**src/rtl/cmvw_pkg.sv**
```systemverilog
// Shared constants and helper functions for the variable-width MSB-first CRC block.
package cmvw_pkg;

    localparam int unsigned DATA_W      = 8;
    localparam int unsigned CRC_W       = 64;
    localparam int unsigned CFG_DATA_W  = 64;
    localparam int unsigned CFG_IDX_W   = 2;
    localparam int unsigned CFG_WIDTH_W = 7;
    localparam int unsigned MIN_WIDTH   = 8;
    localparam int unsigned MAX_WIDTH_DEF = 64;

    localparam logic [CFG_IDX_W-1:0] REG_CRC_WIDTH     = 2'd0;
    localparam logic [CFG_IDX_W-1:0] REG_POLYNOMIAL    = 2'd1;
    localparam logic [CFG_IDX_W-1:0] REG_INITIAL_VALUE = 2'd2;

    localparam logic [CFG_WIDTH_W-1:0] RST_CRC_WIDTH     = 7'd32;
    localparam logic [CFG_DATA_W-1:0]  RST_POLYNOMIAL    = 64'h0000_0000_04C1_1DB7;
    localparam logic [CFG_DATA_W-1:0]  RST_INITIAL_VALUE = 64'h0000_0000_FFFF_FFFF;

    // Saturate a width to the supported range.
    function automatic int unsigned cmvw_clamp(input int unsigned w, input int unsigned max_w);
        int unsigned r;
        r = w;
        if (r < MIN_WIDTH)
        begin
            r = MIN_WIDTH;
        end
        if (r > max_w)
        begin
            r = max_w;
        end
        return r;
    endfunction

    // Keep the low width bits and left-align them to the top of a max_w-bit register.
    function automatic logic [CRC_W-1:0] cmvw_align(input logic [CRC_W-1:0] v,
                                                    input int unsigned width,
                                                    input int unsigned max_w);
        logic [CRC_W-1:0] m;
        m = v << (CRC_W - width);
        m = m >> (CRC_W - max_w);
        return m;
    endfunction

endpackage

```
**src/rtl/cmvw_if.sv**
```systemverilog
// Valid/ready channel interfaces for message bytes and finished CRC words.
interface cmvw_byte_if;
    logic                        valid;
    logic                        ready;
    logic [cmvw_pkg::DATA_W-1:0] data_byte;
    logic                        last_byte;

    modport source (output valid, output data_byte, output last_byte, input ready);
    modport sink   (input valid, input data_byte, input last_byte, output ready);
endinterface

interface cmvw_crc_if;
    logic                       valid;
    logic                       ready;
    logic [cmvw_pkg::CRC_W-1:0] crc_value;

    modport source (output valid, output crc_value, input ready);
    modport sink   (input valid, input crc_value, output ready);
endinterface

```
**src/rtl/cmvw_cfg.sv**
```systemverilog
// Configuration registers and width-aligned polynomial and initial value.
module cmvw_cfg #(
    parameter int unsigned MAX_WIDTH = cmvw_pkg::MAX_WIDTH_DEF,
    localparam int unsigned SHAMT_W  = (MAX_WIDTH > 8) ? $clog2(MAX_WIDTH) : 1
) (
    input  logic                                clk,
    input  logic                                rst_n,
    input  logic                                write_en,
    input  logic [cmvw_pkg::CFG_IDX_W-1:0]      reg_index,
    input  logic [cmvw_pkg::CFG_DATA_W-1:0]     write_data,
    output logic [SHAMT_W-1:0]                  shamt,
    output logic [MAX_WIDTH-1:0]                poly_al,
    output logic [MAX_WIDTH-1:0]                init_al,
    output logic                                reload,
    output logic [MAX_WIDTH-1:0]                init_al_next
);

    localparam int unsigned RST_W = cmvw_pkg::cmvw_clamp(32, MAX_WIDTH);
    localparam logic [cmvw_pkg::CRC_W-1:0] RST_POLY_AL =
        cmvw_pkg::cmvw_align(cmvw_pkg::RST_POLYNOMIAL, RST_W, MAX_WIDTH);
    localparam logic [cmvw_pkg::CRC_W-1:0] RST_INIT_AL =
        cmvw_pkg::cmvw_align(cmvw_pkg::RST_INITIAL_VALUE, RST_W, MAX_WIDTH);
    localparam logic [SHAMT_W-1:0] RST_SHAMT = SHAMT_W'(MAX_WIDTH - RST_W);
    localparam logic [cmvw_pkg::CFG_WIDTH_W-1:0] MAX_W7 = cmvw_pkg::CFG_WIDTH_W'(MAX_WIDTH);
    localparam logic [cmvw_pkg::CFG_WIDTH_W-1:0] MIN_W7 =
        cmvw_pkg::CFG_WIDTH_W'(cmvw_pkg::MIN_WIDTH);

    logic [cmvw_pkg::CFG_WIDTH_W-1:0] width_reg, width_next;
    logic [cmvw_pkg::CFG_DATA_W-1:0]  poly_reg, poly_next;
    logic [cmvw_pkg::CFG_DATA_W-1:0]  init_reg, init_next;
    logic [SHAMT_W-1:0]               shamt_reg, shamt_next;
    logic [MAX_WIDTH-1:0]             poly_al_reg, poly_al_next;
    logic [MAX_WIDTH-1:0]             init_al_reg;
    logic [cmvw_pkg::CFG_WIDTH_W-1:0] eff_w;
    logic [cmvw_pkg::CFG_WIDTH_W-1:0] shamt_w7;
    logic                             hit;

    always_comb
    begin
        width_next = width_reg;
        poly_next  = poly_reg;
        init_next  = init_reg;
        hit        = 1'b0;
        if (write_en)
        begin
            unique case (reg_index)
                cmvw_pkg::REG_CRC_WIDTH:
                begin
                    width_next = write_data[cmvw_pkg::CFG_WIDTH_W-1:0];
                    hit        = 1'b1;
                end
                cmvw_pkg::REG_POLYNOMIAL:
                begin
                    poly_next = write_data;
                    hit       = 1'b1;
                end
                cmvw_pkg::REG_INITIAL_VALUE:
                begin
                    init_next = write_data;
                    hit       = 1'b1;
                end
                default:
                begin
                    hit = 1'b0;
                end
            endcase
        end

        eff_w = width_next;
        if (eff_w < MIN_W7)
        begin
            eff_w = MIN_W7;
        end
        if (eff_w > MAX_W7)
        begin
            eff_w = MAX_W7;
        end
        shamt_w7     = MAX_W7 - eff_w;
        shamt_next   = shamt_w7[SHAMT_W-1:0];
        poly_al_next = poly_next[MAX_WIDTH-1:0] << shamt_next;
        init_al_next = init_next[MAX_WIDTH-1:0] << shamt_next;
    end

    always_ff @(posedge clk or negedge rst_n)
    begin
        if (!rst_n)
        begin
            width_reg   <= cmvw_pkg::RST_CRC_WIDTH;
            poly_reg    <= cmvw_pkg::RST_POLYNOMIAL;
            init_reg    <= cmvw_pkg::RST_INITIAL_VALUE;
            shamt_reg   <= RST_SHAMT;
            poly_al_reg <= RST_POLY_AL[MAX_WIDTH-1:0];
            init_al_reg <= RST_INIT_AL[MAX_WIDTH-1:0];
        end
        else if (hit)
        begin
            width_reg   <= width_next;
            poly_reg    <= poly_next;
            init_reg    <= init_next;
            shamt_reg   <= shamt_next;
            poly_al_reg <= poly_al_next;
            init_al_reg <= init_al_next;
        end
    end

    assign shamt   = shamt_reg;
    assign poly_al = poly_al_reg;
    assign init_al = init_al_reg;
    assign reload  = hit;

endmodule

```
**src/rtl/cmvw_core.sv**
```systemverilog
// Input register, eight-step byte update of the left-aligned CRC, and result register.
module cmvw_core #(
    parameter int unsigned MAX_WIDTH = cmvw_pkg::MAX_WIDTH_DEF,
    localparam int unsigned SHAMT_W  = (MAX_WIDTH > 8) ? $clog2(MAX_WIDTH) : 1
) (
    input  logic                 clk,
    input  logic                 rst_n,
    cmvw_byte_if.sink            msg,
    cmvw_crc_if.source           crc,
    input  logic [SHAMT_W-1:0]   shamt,
    input  logic [MAX_WIDTH-1:0] poly_al,
    input  logic [MAX_WIDTH-1:0] init_al,
    input  logic                 reload,
    input  logic [MAX_WIDTH-1:0] init_al_next
);

    localparam int unsigned RST_W = cmvw_pkg::cmvw_clamp(32, MAX_WIDTH);
    localparam logic [cmvw_pkg::CRC_W-1:0] RST_INIT_AL =
        cmvw_pkg::cmvw_align(cmvw_pkg::RST_INITIAL_VALUE, RST_W, MAX_WIDTH);

    logic                          in_vld_reg;
    logic [cmvw_pkg::DATA_W-1:0]   byte_reg;
    logic                          last_reg;
    logic [MAX_WIDTH-1:0]          crc_reg;
    logic                          out_vld_reg;
    logic [cmvw_pkg::CRC_W-1:0]    crc_value_reg;
    logic [MAX_WIDTH-1:0]          crc_next;
    logic [MAX_WIDTH-1:0]          crc_out;
    logic                          adv;
    logic                          fb;

    assign adv       = !out_vld_reg || crc.ready;
    assign msg.ready = !in_vld_reg || adv;

    always_comb
    begin
        crc_next = crc_reg;
        crc_next[MAX_WIDTH-1 -: cmvw_pkg::DATA_W] =
            crc_reg[MAX_WIDTH-1 -: cmvw_pkg::DATA_W] ^ byte_reg;
        for (int k = 0; k < cmvw_pkg::DATA_W; k++)
        begin
            fb       = crc_next[MAX_WIDTH-1];
            crc_next = {crc_next[MAX_WIDTH-2:0], 1'b0} ^ (fb ? poly_al : '0);
        end
        crc_out = crc_next >> shamt;
    end

    always_ff @(posedge clk or negedge rst_n)
    begin
        if (!rst_n)
        begin
            in_vld_reg <= 1'b0;
        end
        else if (msg.valid && msg.ready)
        begin
            in_vld_reg <= 1'b1;
        end
        else if (adv)
        begin
            in_vld_reg <= 1'b0;
        end
    end

    always_ff @(posedge clk)
    begin
        if (msg.valid && msg.ready)
        begin
            byte_reg <= msg.data_byte;
            last_reg <= msg.last_byte;
        end
    end

    always_ff @(posedge clk or negedge rst_n)
    begin
        if (!rst_n)
        begin
            crc_reg <= RST_INIT_AL[MAX_WIDTH-1:0];
        end
        else if (reload)
        begin
            crc_reg <= init_al_next;
        end
        else if (adv && in_vld_reg)
        begin
            crc_reg <= last_reg ? init_al : crc_next;
        end
    end

    always_ff @(posedge clk or negedge rst_n)
    begin
        if (!rst_n)
        begin
            out_vld_reg <= 1'b0;
        end
        else if (adv)
        begin
            out_vld_reg <= in_vld_reg && last_reg;
        end
    end

    always_ff @(posedge clk)
    begin
        if (adv && in_vld_reg && last_reg)
        begin
            crc_value_reg <= cmvw_pkg::CRC_W'(crc_out);
        end
    end

    assign crc.valid     = out_vld_reg;
    assign crc.crc_value = crc_value_reg;

endmodule

```
**src/rtl/crc_msb_first_variable_width.sv**
```systemverilog
// Top level of the configurable-width MSB-first CRC engine over a byte stream.
//
//  channel  dir  payload                  word
//  msg      in   data_byte[7:0], last_byte  one message byte
//  crc      out  crc_value[63:0]            finished CRC, on last byte only
//  config   in   write_en, reg_index, write_data  register write, no read-back
//
//  One byte per cycle unless the result stalls; the eight shift/XOR steps are
//  combinational between the input register and the CRC register. The CRC word
//  is registered as its last byte leaves the input register. Reset loads width
//  32, CRC-32 polynomial and all-ones start value. A stalled result holds in
//  the output register while one more byte waits in the input register.
module crc_msb_first_variable_width #(
    parameter int unsigned MAX_WIDTH = cmvw_pkg::MAX_WIDTH_DEF
) (
    input  logic                            clk,
    input  logic                            rst_n,
    cmvw_byte_if.sink                       msg,
    cmvw_crc_if.source                      crc,
    input  logic                            write_en,
    input  logic [cmvw_pkg::CFG_IDX_W-1:0]  reg_index,
    input  logic [cmvw_pkg::CFG_DATA_W-1:0] write_data
);

    localparam int unsigned SHAMT_W = (MAX_WIDTH > 8) ? $clog2(MAX_WIDTH) : 1;

    logic [SHAMT_W-1:0]   shamt;
    logic [MAX_WIDTH-1:0] poly_al;
    logic [MAX_WIDTH-1:0] init_al;
    logic                 reload;
    logic [MAX_WIDTH-1:0] init_al_next;

    cmvw_cfg #(
        .MAX_WIDTH (MAX_WIDTH)
    ) u_cfg (
        .clk          (clk),
        .rst_n        (rst_n),
        .write_en     (write_en),
        .reg_index    (reg_index),
        .write_data   (write_data),
        .shamt        (shamt),
        .poly_al      (poly_al),
        .init_al      (init_al),
        .reload       (reload),
        .init_al_next (init_al_next)
    );

    cmvw_core #(
        .MAX_WIDTH (MAX_WIDTH)
    ) u_core (
        .clk          (clk),
        .rst_n        (rst_n),
        .msg          (msg),
        .crc          (crc),
        .shamt        (shamt),
        .poly_al      (poly_al),
        .init_al      (init_al),
        .reload       (reload),
        .init_al_next (init_al_next)
    );

endmodule

```
**src/flat_wrapper.sv**
```systemverilog
// flat-port wrapper written by rule: the top's interface ports become plain ports
module crc_msb_first_variable_width_flat 
#(
    parameter int unsigned MAX_WIDTH = cmvw_pkg::MAX_WIDTH_DEF
)
  (clk, rst_n, write_en, reg_index, write_data, msg_valid, msg_data_byte, msg_last_byte, msg_ready, crc_valid, crc_crc_value, crc_ready);
  cmvw_byte_if msg_i ();
  cmvw_crc_if crc_i ();
  input  logic clk;
  input  logic rst_n;
  input  logic write_en;
  input  logic [cmvw_pkg::CFG_IDX_W-1:0] reg_index;
  input  logic [cmvw_pkg::CFG_DATA_W-1:0] write_data;
  input wire logic [$bits(msg_i.valid)-1:0] msg_valid;
  input wire logic [$bits(msg_i.data_byte)-1:0] msg_data_byte;
  input wire logic [$bits(msg_i.last_byte)-1:0] msg_last_byte;
  output wire logic [$bits(msg_i.ready)-1:0] msg_ready;
  output wire logic [$bits(crc_i.valid)-1:0] crc_valid;
  output wire logic [$bits(crc_i.crc_value)-1:0] crc_crc_value;
  input wire logic [$bits(crc_i.ready)-1:0] crc_ready;
  assign msg_i.valid = msg_valid;
  assign msg_i.data_byte = msg_data_byte;
  assign msg_i.last_byte = msg_last_byte;
  assign msg_ready = msg_i.ready;
  assign crc_valid = crc_i.valid;
  assign crc_crc_value = crc_i.crc_value;
  assign crc_i.ready = crc_ready;
  crc_msb_first_variable_width #(.MAX_WIDTH(MAX_WIDTH)) u_core (.clk(clk), .rst_n(rst_n), .msg(msg_i), .crc(crc_i), .write_en(write_en), .reg_index(reg_index), .write_data(write_data));
endmodule
```
**config.mk**
```make
export PLATFORM = sky130hd
export DESIGN_NAME = crc_msb_first_variable_width_flat
export DESIGN_NICKNAME = d
export VERILOG_FILES = /design/src/rtl/cmvw_pkg.sv /design/src/rtl/cmvw_if.sv /design/src/rtl/cmvw_cfg.sv /design/src/rtl/cmvw_core.sv /design/src/rtl/crc_msb_first_variable_width.sv /design/src/flat_wrapper.sv
export SDC_FILE = /design/constraint.sdc
export NUM_CORES = 2
export LEC_CHECK = 0
export BUFFER_PORTS_ARGS = -buffer_cell sky130_fd_sc_hd__buf_2
export CAP_MARGIN = 5
export CORE_ASPECT_RATIO = 0.8
export CORE_UTILIZATION = 50
export CTS_CLUSTER_DIAMETER = 40
export DETAILED_ROUTE_END_ITERATION = 8
export GPL_TIMING_DRIVEN = 0
export HOLD_SLACK_MARGIN = 0.02
export PLACE_DENSITY = 0.67
export SLEW_MARGIN = 20
export SYNTH_ARGS = -nofsm -noshare
export SYNTH_HDL_FRONTEND = slang
export SYNTH_SLANG_ARGS = --single-unit
```
**constraint.sdc**
```tcl
create_clock -name clk -period 8 [get_ports clk]
set_clock_uncertainty 0.15 [all_clocks]
set_input_delay 1.2 -clock clk [delete_from_list [all_inputs] [get_ports clk]]
set_output_delay 1.2 -clock clk [all_outputs]
set_load 0.03 [all_outputs]
```
==> results_dict.tcl <==
set metrics [dict create \
    drt-vias-per-instance 7.173 \
    hold_buffers 0 \
    initial_core_util_pct 50.88 \
    synth_edf_count 73 \
    hold_violations 0 \
    clock_sinks 408 \
    grt_pass1_vias 39920 \
    fin_cells 6147 \
    netlist_instances 4854 \
    antenna_found_initial 8 \
    areaGrowthSynthToFinish_pct 12.58 \
    antenna_left 0 \
    grt_pass1_wl_um 290100 \
    coreArea_um2 75900 \
    dieArea_um2 78350 \
    layout-drive-gt1-share_pct 12.72 \
    startpoint_type "flop" \
    crit_type "reg2reg" \
    cap_violations 0 \
    track_usage_pct 50.90 \
    clk_latency_ns 0.69 \
    root_buffer "clkbuf_16" \
    synth_flop_cell "dfrtp_1" \
    crit_fanout 10 \
    synth_async_sr_flop_share_pct 82.11 \
    port_buffers 145 \
    outcome "complete, but fails checks" \
    synth.avg_cell_area_um2 7.955 \
    drc_errors 15 \
    ys_seq_area_share_pct 27.79 \
    wl_per_cell_um 33.71 \
    period_share_pct 101.3 \
    path_clk_slew_ns 0.06 \
    io_pins 146 \
    end_kind "flop" \
    worstMarginPinSlew_ns 1.242 \
    ys_ff_latch 408 \
    maxSlewViolCount 0 \
    setup_viol 2 \
    post-place-ws_ns -1.471 \
    htreeDepth 2 \
    firstDrtPassIters 9 \
    syn-num-nets 4935 \
    drt_first_iter_violations 8429 \
    grt-ovfl-total 0 \
    nets 5152 \
    holdWs_ns 0.3096 \
    syn_area_um2 38620 \
    die-height_um 250.6 \
    finalSetupTns_ns -0.1253 \
    regArea_um2 10730 \
    dpl.hpwl_um 164000 \
    ys_warn_count 0 \
    layout_setup_ws_ns -0.1076 \
    placedCellCount 6016 \
    grt_max_degree 94 \
    ys_types 98 \
    row_count 90 \
    fill_cells 7199 \
    violations "design-rule violations, negative setup slack" \
    clk_path_buf_depth 3 \
    required_ns 8.22 \
    routed_wl_um 207200 \
    grt_setup_unrepaired "no" \
    fmax_mhz 123.3 \
    cp.arrival_ns 8.33 \
    vias 44090 \
    gp_congestion 1.130 \
    cts_inserted_buffers 61 \
    relSlewSlack_pct 17.20 \
    multi_input_area_um2 25850 \
    finalCriticalPeriod_ns 8.108 \
    hold_path.class "reg2reg" \
    cts_tree "built" \
    die_w_um 312.7 \
]
-- critical path, cell delays in order (launching register included) --
cell	delay, ns
dfstp_2	0.63
xor2_1	0.37
buf_2	0.46
nand3_2	0.31
a211oi_1	0.46
o22ai_1	0.16
a2111oi_0	0.56
o221a_2	0.35
or3_1	0.12
buf_2	0.25
nand2_1	0.36
clkbuf_2	0.44
o2111ai_1	0.69
xnor2_2	0.24
xor2_2	0.36
o22ai_1	0.24
or2_0	0.29
mux4_2	0.57
a211oi_1	0.62
o21ai_1	0.14
-- through the flow --
step	cell area [µm²]	utilization (%)
after floorplan	38620	-
after global placement	40610	53.50
after detailed placement	40730	53.66
after CTS	43040	56.70
after global routing	43450	57.24
final	43470	57.28
-- cells in the final DEF (no fill, tap or decap), types with 41 or more instances in the layout --
cell / instances
xor2_1: 42
xnor2_1: 336
a31oi_1: 70
o21ai_0: 224
nand3_1: 97
nor2_1: 439
o211ai_1: 41
buf_2: 187
nor3_1: 99
a211oi_1: 160
inv_1: 154
a21oi_1: 259
dfrtp_1: 209
mux2i_1: 486
buf_1: 80
dfstp_2: 126
mux2_2: 46
clkbuf_1: 311
edfxtp_1: 73
nand2_1: 671
clkbuf_16: 61
-- cell families after synthesis --
logic type | count (synthesis) | synth area share, %
adder cells (fa/ha/maj) | 1 | 0.03240
buffers and inverters | 634 | 6.415
AND/OR/NAND/NOR | 1593 | 18.48
multiplexers | 567 | 15.70
flip-flops | 408 | 27.79
XOR/XNOR | 406 | 9.432
AO/OA/AOI/OAI | 1245 | 22.14
-- timing repair --
| item | in CTS | in global routing |
|---|---|---|
| pin swaps | 1 | 3 |
| buffers inserted | 2 | 4 |
| resized for setup | 36 | 93 |
| hold endpoints to repair | 0 | 0 |
| endpoints found under the setup margin | 68 | 103 |
| gates cloned | 0 | 0 |
-- worst paths after layout --
check	start	endpoint	slack, ns	cells after the start
min in group asynchronous	rst_n	u_core.u_cfg.width_reg[1]	0.36	1
worst min register to register	u_core.u_cfg.init_al[35]	u_core.u_cfg.init_al[35]	0.31	2
worst min-delay path	u_core.u_cfg.init_al[35]	u_core.u_cfg.init_al[35]	0.31	2
worst max register to register	u_core.u_core.crc_reg[63]	u_core.u_core.crc.crc_value[7]	-0.11	19
worst max-delay path	u_core.u_core.crc_reg[63]	u_core.u_core.crc.crc_value[7]	-0.11	19
max in group asynchronous	rst_n	u_core.u_core.crc_reg[58]	5.91	3
-- Yosys cell counts (97+ instances only) --
library cell  instances  area [µm²]
a211oi_1            168        1261
a21oi_1             269        1346
buf_1                97       364.1
clkbuf_1            325        1220
dfrtp_1             209        5230
dfstp_2             126        3311
inv_1               155       581.8
mux2i_1             493        4935
nand2_1             672        2522
nand3_1              98       490.5
nor2_1              441        1655
nor3_1              101       505.5
o21ai_0             228        1141
xnor2_1             352        3083
-- final cells by class --
| cell class | instances | area share [%] |
|---|---|---|
| sequential | 408 | 24.69 |
| multi-input combinational | 3812 | 59.47 |
| buffer | 467 | 4.400 |
| tap | 1012 | 2.913 |
| antenna | 11 | 0.06332 |
| inverter | 165 | 1.430 |
| timing repair buffer | 156 | 2.015 |
| clock buffer | 71 | 3.690 |
| clock inverter | 45 | 1.335 |
-- layer usage --
metal  vias to the layer above  global-route usage (%)  wire length [µm]  part of all wire (%)
met5                         -                       0                83                 0.040
met4                        10                   18.38              9606                   4.6
met3                       674                   30.55             41620                    20
met2                      4128                   62.85             74180                    36
met1                     21350                   70.49             81760                    39
li1                      17940                       -                 -                     -
Power is not shown: default switching activity piles up to over one toggle a cycle in this logic, so the estimate is an artifact.
